--- src/hdl/sgmpa_pkg.sv ---
// Shared types, constants and saturating helpers for the SGM path-cost
// aggregation block. No dependencies.
package sgmpa_pkg;

    localparam int DISP_DEFAULT = 64;
    localparam int COST_W       = 8;
    localparam int IDX_W        = 6;
    localparam int CFG_IDX_W    = 1;
    localparam int M_TDATA_W    = 16;

    localparam logic [COST_W-1:0] COST_MAX  = 8'd255;
    localparam logic [COST_W-1:0] P1_RESET  = 8'd10;
    localparam logic [COST_W-1:0] P2_RESET  = 8'd200;
    localparam logic [COST_W-1:0] RMIN_INIT = 8'd255;

    typedef enum logic [CFG_IDX_W-1:0] {
        REG_SMALL_PENALTY = 1'b0,
        REG_LARGE_PENALTY = 1'b1
    } cfg_reg_t;

    // Control of one item between the sequencer and the cost datapath.
    typedef struct packed {
        logic [COST_W-1:0] cost;
        logic [IDX_W-1:0]  idx;
        logic              start;
        logic              first;
        logic              last;
        logic              lo_ok;
        logic              hi_ok;
        logic              wr_bank;
    } item_ctl_t;

    function automatic logic [COST_W-1:0] sat_add8(input logic [COST_W-1:0] a,
                                                   input logic [COST_W-1:0] b);
        logic [COST_W:0] s;
        s = {1'b0, a} + {1'b0, b};
        return s[COST_W] ? COST_MAX : s[COST_W-1:0];
    endfunction

    function automatic logic [COST_W-1:0] min8(input logic [COST_W-1:0] a,
                                               input logic [COST_W-1:0] b);
        return (a < b) ? a : b;
    endfunction

endpackage

--- src/hdl/sgmpa_seq.sv ---
// Disparity sequencer: counter, first-pixel mark, bank select and read
// addresses for the path-cost memory. Depends on sgmpa_pkg.
module sgmpa_seq import sgmpa_pkg::*; #(
    parameter int DISP = DISP_DEFAULT,
    parameter int AW   = $clog2(DISP)
) (
    input  logic              aclk,
    input  logic              aresetn,
    input  logic              accept,
    input  logic [COST_W-1:0] cost,
    input  logic              start,
    output logic              rd_bank,
    output logic [AW-1:0]     rd_mid,
    output logic [AW-1:0]     rd_hi,
    output item_ctl_t         ctl_reg,
    output logic [AW-1:0]     wr_addr_reg
);

    logic [AW-1:0] cnt_reg, cnt_next;
    logic          first_reg, first_next;
    logic          bank_reg, bank_next;
    logic [AW-1:0] d;
    logic [AW:0]   d_inc;
    logic          first;
    logic          last;

    always_comb begin
        d        = start ? '0 : cnt_reg;
        d_inc    = {1'b0, d} + {{AW{1'b0}}, 1'b1};
        first    = start | first_reg;
        last     = ({1'b0, d} == (AW+1)'(DISP - 1));
        rd_bank  = bank_reg;
        rd_mid   = d;
        rd_hi    = last ? d : d_inc[AW-1:0];
        cnt_next   = cnt_reg;
        first_next = first_reg;
        bank_next  = bank_reg;
        if (accept) begin
            cnt_next   = last ? '0 : d_inc[AW-1:0];
            first_next = last ? 1'b0 : first;
            bank_next  = last ? ~bank_reg : bank_reg;
        end
    end

    always_ff @(posedge aclk) begin
        if (!aresetn) begin
            cnt_reg   <= '0;
            first_reg <= 1'b0;
            bank_reg  <= 1'b0;
        end else begin
            cnt_reg   <= cnt_next;
            first_reg <= first_next;
            bank_reg  <= bank_next;
        end
    end

    always_ff @(posedge aclk) begin
        if (accept) begin
            ctl_reg.cost    <= cost;
            ctl_reg.idx     <= IDX_W'(d);
            ctl_reg.start   <= start;
            ctl_reg.first   <= first;
            ctl_reg.last    <= last;
            ctl_reg.lo_ok   <= (d != '0);
            ctl_reg.hi_ok   <= ~last;
            ctl_reg.wr_bank <= ~bank_reg;
            wr_addr_reg     <= d;
        end
    end

endmodule

--- src/hdl/sgmpa_vec_mem.sv ---
// Two-bank path-cost vector memory: one write port, two registered read
// ports with write-to-read bypass. Depends on sgmpa_pkg.
module sgmpa_vec_mem import sgmpa_pkg::*; #(
    parameter int DISP = DISP_DEFAULT,
    parameter int AW   = $clog2(DISP)
) (
    input  logic              aclk,
    input  logic              rd_en,
    input  logic              rd_bank,
    input  logic [AW-1:0]     rd_mid,
    input  logic [AW-1:0]     rd_hi,
    input  logic              wr_en,
    input  logic              wr_bank,
    input  logic [AW-1:0]     wr_addr,
    input  logic [COST_W-1:0] wr_data,
    output logic [COST_W-1:0] mid_reg,
    output logic [COST_W-1:0] hi_reg
);

    logic [COST_W-1:0] mem [2][DISP];
    logic              hit_mid;
    logic              hit_hi;

    assign hit_mid = wr_en && (wr_bank == rd_bank) && (wr_addr == rd_mid);
    assign hit_hi  = wr_en && (wr_bank == rd_bank) && (wr_addr == rd_hi);

    always_ff @(posedge aclk) begin
        if (wr_en) begin
            mem[wr_bank][wr_addr] <= wr_data;
        end
    end

    always_ff @(posedge aclk) begin
        if (rd_en) begin
            mid_reg <= hit_mid ? wr_data : mem[rd_bank][rd_mid];
            hi_reg  <= hit_hi  ? wr_data : mem[rd_bank][rd_hi];
        end
    end

endmodule

--- src/hdl/sgmpa_calc.sv ---
// Path-cost datapath: penalty minimum, saturation, running minimum and
// output register. Depends on sgmpa_pkg.
module sgmpa_calc import sgmpa_pkg::*; (
    input  logic                 aclk,
    input  logic                 aresetn,
    input  logic                 accept,
    input  item_ctl_t            ctl,
    input  logic [COST_W-1:0]    mid,
    input  logic [COST_W-1:0]    hi_rd,
    input  logic [COST_W-1:0]    p1,
    input  logic [COST_W-1:0]    p2,
    output logic                 stage_free,
    output logic                 wr_en,
    output logic [COST_W-1:0]    wr_data,
    input  logic                 m_tready,
    output logic                 m_tvalid,
    output logic [M_TDATA_W-1:0] m_tdata,
    output logic                 m_tlast
);

    logic              s1_valid_reg, s1_valid_next;
    logic              m_valid_reg, m_valid_next;
    logic [COST_W-1:0] run_min_reg, run_min_next;
    logic [COST_W-1:0] prev_min_reg, prev_min_next;
    logic [COST_W-1:0] lo_reg;
    logic              advance;
    logic [COST_W-1:0] lo, hi, m, diff, result, run_base, run_new;

    always_comb begin
        advance    = s1_valid_reg && (!m_valid_reg || m_tready);
        stage_free = !s1_valid_reg || advance;
        lo   = ctl.lo_ok ? lo_reg : COST_MAX;
        hi   = ctl.hi_ok ? hi_rd : COST_MAX;
        m    = min8(min8(mid, sat_add8(lo, p1)),
                    min8(sat_add8(hi, p1), sat_add8(prev_min_reg, p2)));
        diff = m - prev_min_reg;
        result   = ctl.first ? ctl.cost : sat_add8(ctl.cost, diff);
        run_base = ctl.start ? RMIN_INIT : run_min_reg;
        run_new  = min8(run_base, result);
        wr_en    = advance;
        wr_data  = result;

        s1_valid_next = accept ? 1'b1 : (advance ? 1'b0 : s1_valid_reg);
        m_valid_next  = advance ? 1'b1 : (m_tready ? 1'b0 : m_valid_reg);
        run_min_next  = run_min_reg;
        prev_min_next = prev_min_reg;
        if (advance) begin
            run_min_next  = ctl.last ? RMIN_INIT : run_new;
            prev_min_next = ctl.last ? run_new : prev_min_reg;
        end
    end

    always_ff @(posedge aclk) begin
        if (!aresetn) begin
            s1_valid_reg <= 1'b0;
            m_valid_reg  <= 1'b0;
            run_min_reg  <= RMIN_INIT;
            prev_min_reg <= '0;
        end else begin
            s1_valid_reg <= s1_valid_next;
            m_valid_reg  <= m_valid_next;
            run_min_reg  <= run_min_next;
            prev_min_reg <= prev_min_next;
        end
    end

    always_ff @(posedge aclk) begin
        if (advance) begin
            lo_reg  <= mid;
            m_tdata <= {(M_TDATA_W-IDX_W-COST_W)'(0), ctl.idx, result};
            m_tlast <= ctl.last;
        end
    end

    assign m_tvalid = m_valid_reg;

endmodule

--- src/hdl/sgm_path_cost_aggregation.sv ---
// Top level of the SGM path-cost aggregation block: configuration
// registers and the sequencer, vector memory and datapath.
// Depends on sgmpa_pkg, sgmpa_seq, sgmpa_vec_mem, sgmpa_calc.
//
// Usage: send one matching cost per request on the s_ channel, in
// disparity order 0..DISPARITIES-1, pixel after pixel along one path;
// s_tuser marks the disparity-0 request of a path's first pixel.
// Each request gives one result on the m_ channel: the aggregated path
// cost, its disparity index and m_tlast on the last disparity of a pixel.
// Requests and results are both registered. One request is taken per
// cycle unless the receiver stalls, set by the single read-modify-write
// pass through the two-bank vector memory (one bank holds the previous
// pixel, the other collects the current one; banks swap at the end of
// each pixel). When the receiver stalls, the output register and the
// datapath stage hold and s_tready drops once both are full; nothing is
// lost. Reset clears the counter, the minima and the penalties to 10 and
// 200; the memory is not cleared, so a path must open with s_tuser set.
// Write penalties on the cfg_ channel only while the block is idle.
module sgm_path_cost_aggregation import sgmpa_pkg::*; #(
    parameter int DISPARITIES = DISP_DEFAULT
) (
    input  logic                 aclk,
    input  logic                 aresetn,
    input  logic                 s_tvalid,
    output logic                 s_tready,
    input  logic [7:0]           s_tdata,   // [7:0] match_cost
    input  logic                 s_tuser,   // [0] path_start
    output logic                 m_tvalid,
    input  logic                 m_tready,
    output logic [M_TDATA_W-1:0] m_tdata,   // [7:0] path_cost, [13:8] disparity_index
    output logic                 m_tlast,   // pixel_done
    input  logic                 cfg_valid,
    output logic                 cfg_ready,
    input  logic [CFG_IDX_W-1:0] cfg_index,
    input  logic [COST_W-1:0]    cfg_data
);

    localparam int AW = $clog2(DISPARITIES);

    logic [COST_W-1:0] p1_reg, p1_next;
    logic [COST_W-1:0] p2_reg, p2_next;
    logic              accept;
    logic              stage_free;
    logic              rd_bank;
    logic [AW-1:0]     rd_mid, rd_hi, wr_addr;
    item_ctl_t         ctl;
    logic [COST_W-1:0] mid, hi_rd, wr_data;
    logic              wr_en;

    assign cfg_ready = 1'b1;
    assign s_tready  = stage_free;
    assign accept    = s_tvalid && stage_free;

    always_comb begin
        p1_next = p1_reg;
        p2_next = p2_reg;
        if (cfg_valid) begin
            case (cfg_index)
                REG_SMALL_PENALTY: p1_next = cfg_data;
                REG_LARGE_PENALTY: p2_next = cfg_data;
                default: ;
            endcase
        end
    end

    always_ff @(posedge aclk) begin
        if (!aresetn) begin
            p1_reg <= P1_RESET;
            p2_reg <= P2_RESET;
        end else begin
            p1_reg <= p1_next;
            p2_reg <= p2_next;
        end
    end

    sgmpa_seq #(.DISP(DISPARITIES), .AW(AW)) u_seq (
        .aclk        (aclk),
        .aresetn     (aresetn),
        .accept      (accept),
        .cost        (s_tdata),
        .start       (s_tuser),
        .rd_bank     (rd_bank),
        .rd_mid      (rd_mid),
        .rd_hi       (rd_hi),
        .ctl_reg     (ctl),
        .wr_addr_reg (wr_addr)
    );

    sgmpa_vec_mem #(.DISP(DISPARITIES), .AW(AW)) u_mem (
        .aclk    (aclk),
        .rd_en   (accept),
        .rd_bank (rd_bank),
        .rd_mid  (rd_mid),
        .rd_hi   (rd_hi),
        .wr_en   (wr_en),
        .wr_bank (ctl.wr_bank),
        .wr_addr (wr_addr),
        .wr_data (wr_data),
        .mid_reg (mid),
        .hi_reg  (hi_rd)
    );

    sgmpa_calc u_calc (
        .aclk       (aclk),
        .aresetn    (aresetn),
        .accept     (accept),
        .ctl        (ctl),
        .mid        (mid),
        .hi_rd      (hi_rd),
        .p1         (p1_reg),
        .p2         (p2_reg),
        .stage_free (stage_free),
        .wr_en      (wr_en),
        .wr_data    (wr_data),
        .m_tready   (m_tready),
        .m_tvalid   (m_tvalid),
        .m_tdata    (m_tdata),
        .m_tlast    (m_tlast)
    );

endmodule

--- config.mk ---
export PLATFORM = sky130hd
export DESIGN_NAME = sgm_path_cost_aggregation
export DESIGN_NICKNAME = d
export VERILOG_FILES = /design/src/hdl/sgmpa_pkg.sv /design/src/hdl/sgmpa_seq.sv /design/src/hdl/sgmpa_vec_mem.sv /design/src/hdl/sgmpa_calc.sv /design/src/hdl/sgm_path_cost_aggregation.sv
export SDC_FILE = /design/constraint.sdc
export NUM_CORES = 2
export LEC_CHECK = 0
export ABC_CLOCK_PERIOD_IN_PS = 16300
export BUFFER_PORTS_ARGS = -buffer_cell sky130_fd_sc_hd__buf_2
export CORE_ASPECT_RATIO = 0.6
export CORE_MARGIN = 3
export CORE_UTILIZATION = 55
export CTS_BUF_LIST = sky130_fd_sc_hd__clkbuf_4 sky130_fd_sc_hd__clkbuf_8
export DETAILED_ROUTE_END_ITERATION = 16
export PLACE_DENSITY = 0.82
export SKIP_CTS_REPAIR_TIMING = 1
export SLEW_MARGIN = 15
export SYNTH_ARGS = -nofsm -noshare
export SYNTH_HDL_FRONTEND = slang
export SYNTH_HIERARCHICAL = 1
export SYNTH_SLANG_ARGS = --single-unit
--- constraint.sdc ---
create_clock -name aclk -period 16.3 [get_ports aclk]
set_input_delay 3.26 -clock aclk [delete_from_list [all_inputs] [get_ports aclk]]
set_output_delay 3.26 -clock aclk [all_outputs]
set_load 0.005 [all_outputs]
After elaboration in Yosys (flattened, before gate mapping)
Memories as Yosys holds them, arrays and structs flattened. A register that Yosys moved wholly into a read port is not among the register bits.
Cells that the tools add are included.
{"block": "totals", "register_bits": 101, "latch_bits": 0, "ramBits": 1024, "rom_bits": 0, "in_bits": 23, "n_memories": 1}
{"name": "u_mem.mem", "words": 2, "width": 512, "rd": 1, "rd_clocked_by_memory_dff": 1, "write_ports": 1, "line": "sgmpa_vec_mem.sv:20", "rtl": "logic [COST_W-1:0] mem [2][DISP];"}
{"block": "classes", "n_addsub": 6, "n_mul": 0, "n_div": 0, "order_cmp": 8, "n_eq_ne": 4, "n_shift": 0, "muxes": 35, "n_bitwise": 7, "n_reduce_logical": 17}
{"op": "$mux 512", "count": 1}
{"op": "$mux 8", "count": 20}
{"op": "$bmux 8 s6", "count": 2}
{"op": "$demux 8 s6", "count": 1}
{"op": "$add 8x8->9", "count": 4}
{"op": "$lt 8x8->1", "count": 4}
{"op": "$ge 7x7->1 const B", "count": 3}
{"op": "$not 6->7", "count": 3}
{"op": "$mux 6", "count": 3}
{"op": "$eq 6x6->1", "count": 2}
{"op": "$mux 1", "count": 8}
{"op": "$reduce_and 2->1", "count": 4}
{"op": "$sub 8x8->8", "count": 1}
{"op": "$lt 7x1->1 const B", "count": 1}
{"op": "$add 6x1->6 const B", "count": 1}
{"op": "$eq 6x6->1 const B", "count": 1}
{"op": "$logic_and 1x1->1", "count": 6}
{"op": "$reduce_bool 6->1", "count": 1}
{"op": "$reduce_bool 2->1", "count": 2}
{"op": "$not 1->1", "count": 3}
{"op": "$logic_not 1->1", "count": 2}
{"op": "$logic_or 1x1->1", "count": 2}
{"op": "$eq 1x1->1", "count": 1}
{"op": "$or 1x1->1", "count": 1}

Logic depth before layout (Yosys ltp)
{"block": "depth", "ltp_word": 14, "mapped_depth": 50, "depth_no_buf": 48}

Modules after synthesis
Netlist, hierarchy kept.
{"module": "sgmpa_vec_mem", "n_inst": 1, "cells_per_inst": 2446, "area_per_inst_um2": 48855.6}
{"module": "sgmpa_calc", "n_inst": 1, "cells_per_inst": 508, "area_per_inst_um2": 4476.8}
{"module": "sgmpa_seq", "n_inst": 1, "cells_per_inst": 101, "area_per_inst_um2": 1272.5}
{"module": "sgm_path_cost_aggregation", "n_inst": 1, "cells_per_inst": 69, "area_per_inst_um2": 650.6}

Worst setup path after synthesis
No wires, ideal clock.
{"block": "synth_path", "kind": "reg-to-reg", "from": "reg u_seq/ctl_reg[1] in the netlist's numbering", "to": "reg u_calc.run_min_reg[3]", "setup_time_ps": 126, "arrival_ps": 11040, "t_required_ps": 16174, "path_slack_ps": 5134, "path_stages_with_launch": 48, "path_buffers": 2, "path_cell_list": "edfxtp_1 -> nand2b_1 -> ha_1 -> inv_1 -> fa_1 -> and2b_1 -> o2111ai_2 -> a31oi_2 -> and2b_2 -> inv_1 -> ha_1 -> a21o_1 -> a21oi_1 -> nor2_1 -> or4_4 -> o22ai_4 -> mux2_2 -> ha_1 -> [12 not listed] -> a21oi_1 -> o21ai_0 -> xor2_1 -> xnor2_1 -> ha_1 -> or3_1 -> a2111oi_0 -> nor3_1 -> o22a_1 -> inv_1 -> ha_1 -> and4_1 -> o2111ai_1 -> o211ai_2 -> buf_2 -> nand2_1 -> o22ai_1 -> nand2_1"}
{"block": "synth_via", "elab_chain_cells": 14}
{"item": "start: declaration", "line": "sgmpa_seq.sv:15", "rtl": "output item_ctl_t ctl_reg,"}
{"item": "$mux 8 (*)", "line": "sgmpa_calc.sv:33", "rtl": "hi = ctl.hi_ok ? hi_rd : COST_MAX;"}
{"item": "$add 8x8->9 (*)", "line": "sgmpa_pkg.sv:36", "rtl": "s = {1'b0, a} + {1'b0, b};"}
{"item": "$mux 8 (*)", "line": "sgmpa_pkg.sv:37", "rtl": "return s[COST_W] ? COST_MAX : s[COST_W-1:0];"}
{"item": "$lt 8x8->1", "line": "sgmpa_pkg.sv:42", "rtl": "return (a < b) ? a : b;"}
{"item": "$mux 8 (*)", "line": "sgmpa_pkg.sv:42"}
{"item": "$lt 8x8->1", "line": "sgmpa_pkg.sv:42"}
{"item": "$mux 8 (*)", "line": "sgmpa_pkg.sv:42"}
{"item": "$sub 8x8->8 (*)", "line": "sgmpa_calc.sv:36", "rtl": "diff = m - prev_min_reg;"}
{"item": "$add 8x8->9 (*)", "line": "sgmpa_pkg.sv:36"}
{"item": "$mux 8 (*)", "line": "sgmpa_pkg.sv:37"}
{"item": "$mux 8 (*)", "line": "sgmpa_calc.sv:37", "rtl": "result = ctl.first ? ctl.cost : sat_add8(ctl.cost, diff);"}
{"item": "via wr_data[4]", "line": "sgm_path_cost_aggregation.sv:47", "rtl": "logic [COST_W-1:0] mid, hi_rd, wr_data;"}
{"item": "$lt 8x8->1 (*)", "line": "sgmpa_pkg.sv:42"}
{"item": "$mux 8 (*)", "line": "sgmpa_pkg.sv:42"}
{"item": "$mux 8 (*)", "line": "sgmpa_calc.sv:48", "rtl": "run_min_next = ctl.last ? RMIN_INIT : run_new;"}
{"item": "end signal: assignment", "line": "sgmpa_calc.sv:62", "rtl": "run_min_reg <= run_min_next;"}
{"item": "end: declaration", "line": "sgmpa_calc.sv:23", "rtl": "logic [COST_W-1:0] run_min_reg, run_min_next;"}
The timed path passes the listed nets; every way through them passes the cells marked *.
A chain may end at the register's enable or synchronous reset.

Worst setup path after layout
{"block": "layout_path", "from": "reg u_seq/ctl_reg[1] in the netlist's numbering", "to": "reg u_calc.prev_min_reg[5]"}
{"block": "layout_via", "elab_chain_cells": 13}
{"item": "$mux 8 (*)", "line": "sgmpa_calc.sv:33"}
{"item": "$add 8x8->9 (*)", "line": "sgmpa_pkg.sv:36"}
{"item": "$mux 8 (*)", "line": "sgmpa_pkg.sv:37"}
{"item": "$lt 8x8->1", "line": "sgmpa_pkg.sv:42"}
{"item": "$mux 8 (*)", "line": "sgmpa_pkg.sv:42"}
{"item": "$lt 8x8->1", "line": "sgmpa_pkg.sv:42"}
{"item": "$mux 8 (*)", "line": "sgmpa_pkg.sv:42"}
{"item": "$sub 8x8->8 (*)", "line": "sgmpa_calc.sv:36"}
{"item": "$add 8x8->9 (*)", "line": "sgmpa_pkg.sv:36"}
{"item": "$mux 8 (*)", "line": "sgmpa_pkg.sv:37"}
{"item": "$mux 8 (*)", "line": "sgmpa_calc.sv:37"}
{"item": "via wr_data[2]", "line": "sgm_path_cost_aggregation.sv:47"}
{"item": "$lt 8x8->1 (*)", "line": "sgmpa_pkg.sv:42"}
{"item": "$mux 8 (*)", "line": "sgmpa_pkg.sv:42"}
{"item": "end signal: assignment", "line": "sgmpa_calc.sv:63", "rtl": "prev_min_reg <= prev_min_next;"}
{"item": "end: declaration", "line": "sgmpa_calc.sv:24", "rtl": "logic [COST_W-1:0] prev_min_reg, prev_min_next;"}
Marks and branches as above.

==> results by stage <==
STA:
- For the pin with the worst max-slew slack, the measured transition is 1.411 ns.
- The remaining max-slew budget at the tightest pin is 0.05093.
- Setup repair after global routing left no endpoint under its margin.
- Based on the critical path, the design can be clocked at up to approximately 86 MHz.
- The shortest clock period the worst path allows after layout is 11.64 ns.
- The portion of the clock cycle consumed by the worst path in the final layout is 0.7139.
- The count of final setup violators is 0.
- Hold timing on the final database bottoms out at a slack of 0.4671 ns.
- For the final routed database, the setup TNS stands at 0 ns.
- On the final layout, the worst clock skew is approximately 0.046 ns.
- The final max-slew violation count is 0.
- The hold violation total from the final report came to 0.

Setup path:
- The endpoint kind of the worst setup timing path is a flop.
- The critical path's most frequent cell is ha_1.
- The slowest stage of the critical path belongs to the cell nor3_1.
- The data arrival time at the worst-slack endpoint is 12.35 ns.
- The worst setup path is launched from a flop.
- Data on the critical path is required at its endpoint by about 17 ns.
- The largest fanout of any net on the critical path is 50.
- The critical path is of the reg2reg type.
- In this design, the stage delay of the slowest critical-path cell is 0.80 ns.

Global routing:
- The initial antenna violation count is 6.
- Entering global routing, the biggest net connects 118 pins.
- The global-route wire length before repair is 220,500 um.
- The via count of the first global-routing pass came to 31,510.
- The total routing usage reported by global routing is 0.2931.
- Global routing finished with a remaining overflow of 0.

Clocking:
- In this run the number of H-tree levels came out at 4.
- The insertion delay of the later-clocked pin in the worst-skew pair is 0.86 ns.
- The clock passes through at most 3 buffers.
- After clock tree synthesis, the clock-pin slew on the worst setup and hold paths is 0.06 ns.
- The number of buffers created by CTS is 154.
- The clock tree root buffer cell is clkbuf_8.
- The clock net sink count is 1,125.
- The CTS tree is built.

Final layout:
- Summing all multi-input logic gate instances after layout gives 20,630 um^2.
- The flip-flop count of the largest register, all copies and words added is 1,024.
- In the final layout, flip-flops and latches occupy approximately 33,000 um^2.
- In the final design database the tool counted 3,249 nets.
- From synthesis to final layout, the design area changed by 7.364%.
- In the final layout, the share of cells above drive strength 1 is 0.2968.
- The filler cells instantiated in the layout total around 6,800.

Synthesis:
- Counting every instance in the synthesized netlist gives 3,124.
- The primary flip-flop cell chosen by synthesis mapping is edfxtp_1.
- The cell area that synthesis handed to floorplanning was 55,260 um^2.
- The netlist uses 93 different library cells.
- The count of synthesis-stage warnings from yosys is 6.
- The register bit count reported by yosys is 1,125.
- A synthesized cell averages ~18 um^2.
- The number of enable-type register cells in the synthesized netlist is 1,083.
- The async set-reset flop share out of synthesis is 0.
- For this run, the register share of the synthesized area comes to 0.6038.

Floorplanning:
- The core region is roughly 99,000 um^2.
- Pin placement for this block handled 43 I/O pins.
- The floorplan step defined a die boundary enclosing 104,400 um^2.
- The cell row count is 89.
- The height of the die is 251.5 um.
- The initial cell density of the core is 0.5582.
- The width of the chip is 415.2 um.

Power and ir drop:
- Across the VDD grid, the largest voltage drop is 400.2 uV.
- The areal power density over the cells is between 150 and 200 nW/um^2.
- The analysis attributes to cell leakage a power of 17.94 nW.

Placed design:
- Routability-driven placement finished with a final weighted congestion of 0.9867.
- The half-perimeter wire length after detailed placement is 100,700 um.
- The number of buffers added on ports is 39.

Min path:
- The path class of the tightest hold or removal check is reg2reg.

Detailed routing:
- The via count of the routed design is 33,440.
- The average detailed-routed wire length per instance is 33.48 um.
- The number of vias per cell is 7.292.
- After detailed routing, the number of remaining DRC violations is 0.
- The post-detailed-route count of antenna-violating nets is 0.
- The post-detailed-routing wire length is 153,500 um.
- The iteration count of the initial detailed-routing pass is 8.
- The number of DRC markers after the initial detailed-route iteration is 5,987.

Run status:
- The run finished with clean final reports.

Run:
- The number of violations of the max-capacitance limit is 0.
==> synthesized netlist by cell type (6+ instances only) <==
| cell | number | area [um^2] |
|---|---|---|
| mux4_2 | 538 | 12120 |
| or3_1 | 9 | 56.30 |
| o211ai_1 | 27 | 202.7 |
| edfxtp_1 | 1083 | 32520 |
| a221oi_1 | 6 | 52.55 |
| nor4_1 | 11 | 68.82 |
| a211oi_1 | 24 | 180.2 |
| buf_4 | 46 | 345.3 |
| o21bai_1 | 8 | 60.06 |
| o21a_1 | 13 | 97.59 |
| nand3_1 | 46 | 230.2 |
| xor2_1 | 10 | 87.58 |
| nand2b_1 | 40 | 250.2 |
| a21oi_1 | 49 | 245.2 |
| buf_1 | 19 | 71.32 |
| inv_1 | 59 | 221.5 |
| or2_2 | 12 | 75.07 |
| a22o_1 | 6 | 52.55 |
| o22ai_1 | 36 | 225.2 |
| a22oi_1 | 21 | 157.7 |
| nor2_1 | 185 | 694.4 |
| and2_1 | 14 | 87.58 |
| o2111ai_1 | 6 | 52.55 |
| nand3b_1 | 12 | 90.09 |
| mux2_2 | 56 | 630.6 |
| buf_2 | 58 | 290.3 |
| xnor2_1 | 27 | 236.5 |
| buf_6 | 17 | 191.4 |
| dfxtp_1 | 42 | 840.8 |
| o22a_1 | 11 | 96.34 |
| nor3_1 | 28 | 140.1 |
| nand2_1 | 103 | 386.6 |
| mux2i_1 | 132 | 1321 |
| or4_1 | 10 | 75.07 |
| nand4_1 | 11 | 68.82 |
| nor2b_1 | 42 | 262.8 |
| a21o_1 | 10 | 75.07 |
| o21ai_0 | 61 | 305.3 |
| clkbuf_1 | 65 | 244.0 |
| ha_1 | 69 | 863.3 |
| a311oi_1 | 6 | 52.55 |
| o221ai_1 | 8 | 70.07 |
==> report_power, final <==
part	total, mW	internal (mW)	switching, mW
registers	4.87	4.85	0.0262
logic	2.93	0.567	2.36
clock network	2.12	1.06	1.06
total	9.92	6.47	3.45
==> through the flow <==
step	utilization	instances	power, mW	setup slack, ns	area (um^2)
4_1_cts	0.5989	4581	9.857	4.842	59290
3_5_place_dp	0.5697	4315	7.787	4.951	56400
2_1_floorplan	-	3125	6.681	5.134	55260
5_1_grt	0.5991	4581	10.26	3.689	59310
6_report	0.5993	4586	9.916	4.664	59320
3_3_place_gp	0.5697	4315	7.686	5.171	56400
==> worst max-delay path: cells and delay by family (launching register included) <==
| family | cells | cell delay (ns) |
|---|---|---|
| and+or+nand+nor | 12 | 3.23 |
| muxes | 1 | 0.41 |
| AOI/OAI and AO/OA | 21 | 4.89 |
| DFF | 1 | 0.49 |
| xor gates and xnor gates | 2 | 0.37 |
| adders and majority gates | 7 | 1.88 |
| buffers and inverters | 3 | 0.24 |
==> area by class of cell <==
cell class,count,share of cell area
flip-flops and latches,1125,0.5624
well taps,1319,0.02782
clock inverters,57,0.005948
clock buffers,209,0.04279
repair buffers,76,0.008816
multi-input cells,1733,0.3477
inverters,62,0.004260
diodes,5,0.0002109
==> routing by layer <==
layer | GRT usage | share of wire | wire length (um) | vias up
li1 | - | - | - | 13100
met1 | 0.4279 | 0.37 | 57180 | 17020
met2 | 0.3724 | 0.40 | 60650 | 2937
met3 | 0.1635 | 0.20 | 30980 | 378
met4 | 0.08948 | 0.031 | 4693 | 4
met5 | 0 | 0.00016 | 25 | -
==> cells in the final DEF (no fill, tap or decap), types with 12 or more instances in the layout <==
| master | netlist | routed |
|---|---|---|
| o211ai_1 | 27 | 27 |
| o21a_1 | 13 | 12 |
| clkinv_1 | 1 | 33 |
| mux4_2 | 538 | 538 |
| clkbuf_8 | 0 | 155 |
| clkbuf_4 | 0 | 54 |
| o22ai_1 | 36 | 36 |
| nand3b_1 | 12 | 12 |
| mux2_2 | 56 | 56 |
| a21oi_1 | 49 | 49 |
| nand3_1 | 46 | 46 |
| or2_2 | 12 | 12 |
| edfxtp_1 | 1083 | 1083 |
| xnor2_1 | 27 | 27 |
| clkinv_2 | 0 | 13 |
| dfxtp_1 | 42 | 41 |
| buf_4 | 46 | 33 |
| nor2_1 | 185 | 178 |
| a22oi_1 | 21 | 21 |
| o21ai_0 | 61 | 60 |
| a211oi_1 | 24 | 24 |
| inv_1 | 59 | 54 |
| mux2i_1 | 132 | 132 |
| buf_2 | 58 | 39 |
| ha_1 | 69 | 69 |
| nor2b_1 | 42 | 40 |
| nor3_1 | 28 | 27 |
| nand2b_1 | 40 | 40 |
| nand2_1 | 103 | 102 |
| and2_1 | 14 | 13 |
==> worst paths after layout <==
| check | start | end | slack, ns | cells past startpoint |
|---|---|---|---|---|
| max reg2reg | u_seq/ctl_reg[1] | u_calc/prev_min_reg[5] | 4.66 | 46 |
| max | u_seq/ctl_reg[1] | u_calc/prev_min_reg[5] | 4.66 | 46 |
| min reg2reg | p2_reg[5] | p2_reg[5] | 0.47 | 2 |
| min | p2_reg[5] | p2_reg[5] | 0.47 | 2 |
==> cell families (layout without fill, tap and decap cells) <==
family / count (synthesis) / in the layout / share of synthesized area
XOR/XNOR: 37 / 37 / 0.005865
buffers and inverters: 267 / 404 / 0.02489
adder cells (fa/ha/maj): 75 / 75 / 0.01762
multiplexers: 727 / 727 / 0.2549
AO/OA/AOI/OAI: 339 / 339 / 0.04332
flip-flops: 1125 / 1125 / 0.6038
other: 2 / 8 / 0.0001359
AND/OR/NAND/NOR: 552 / 552 / 0.04952
Note: power is estimated with default switching activity, not from simulation.
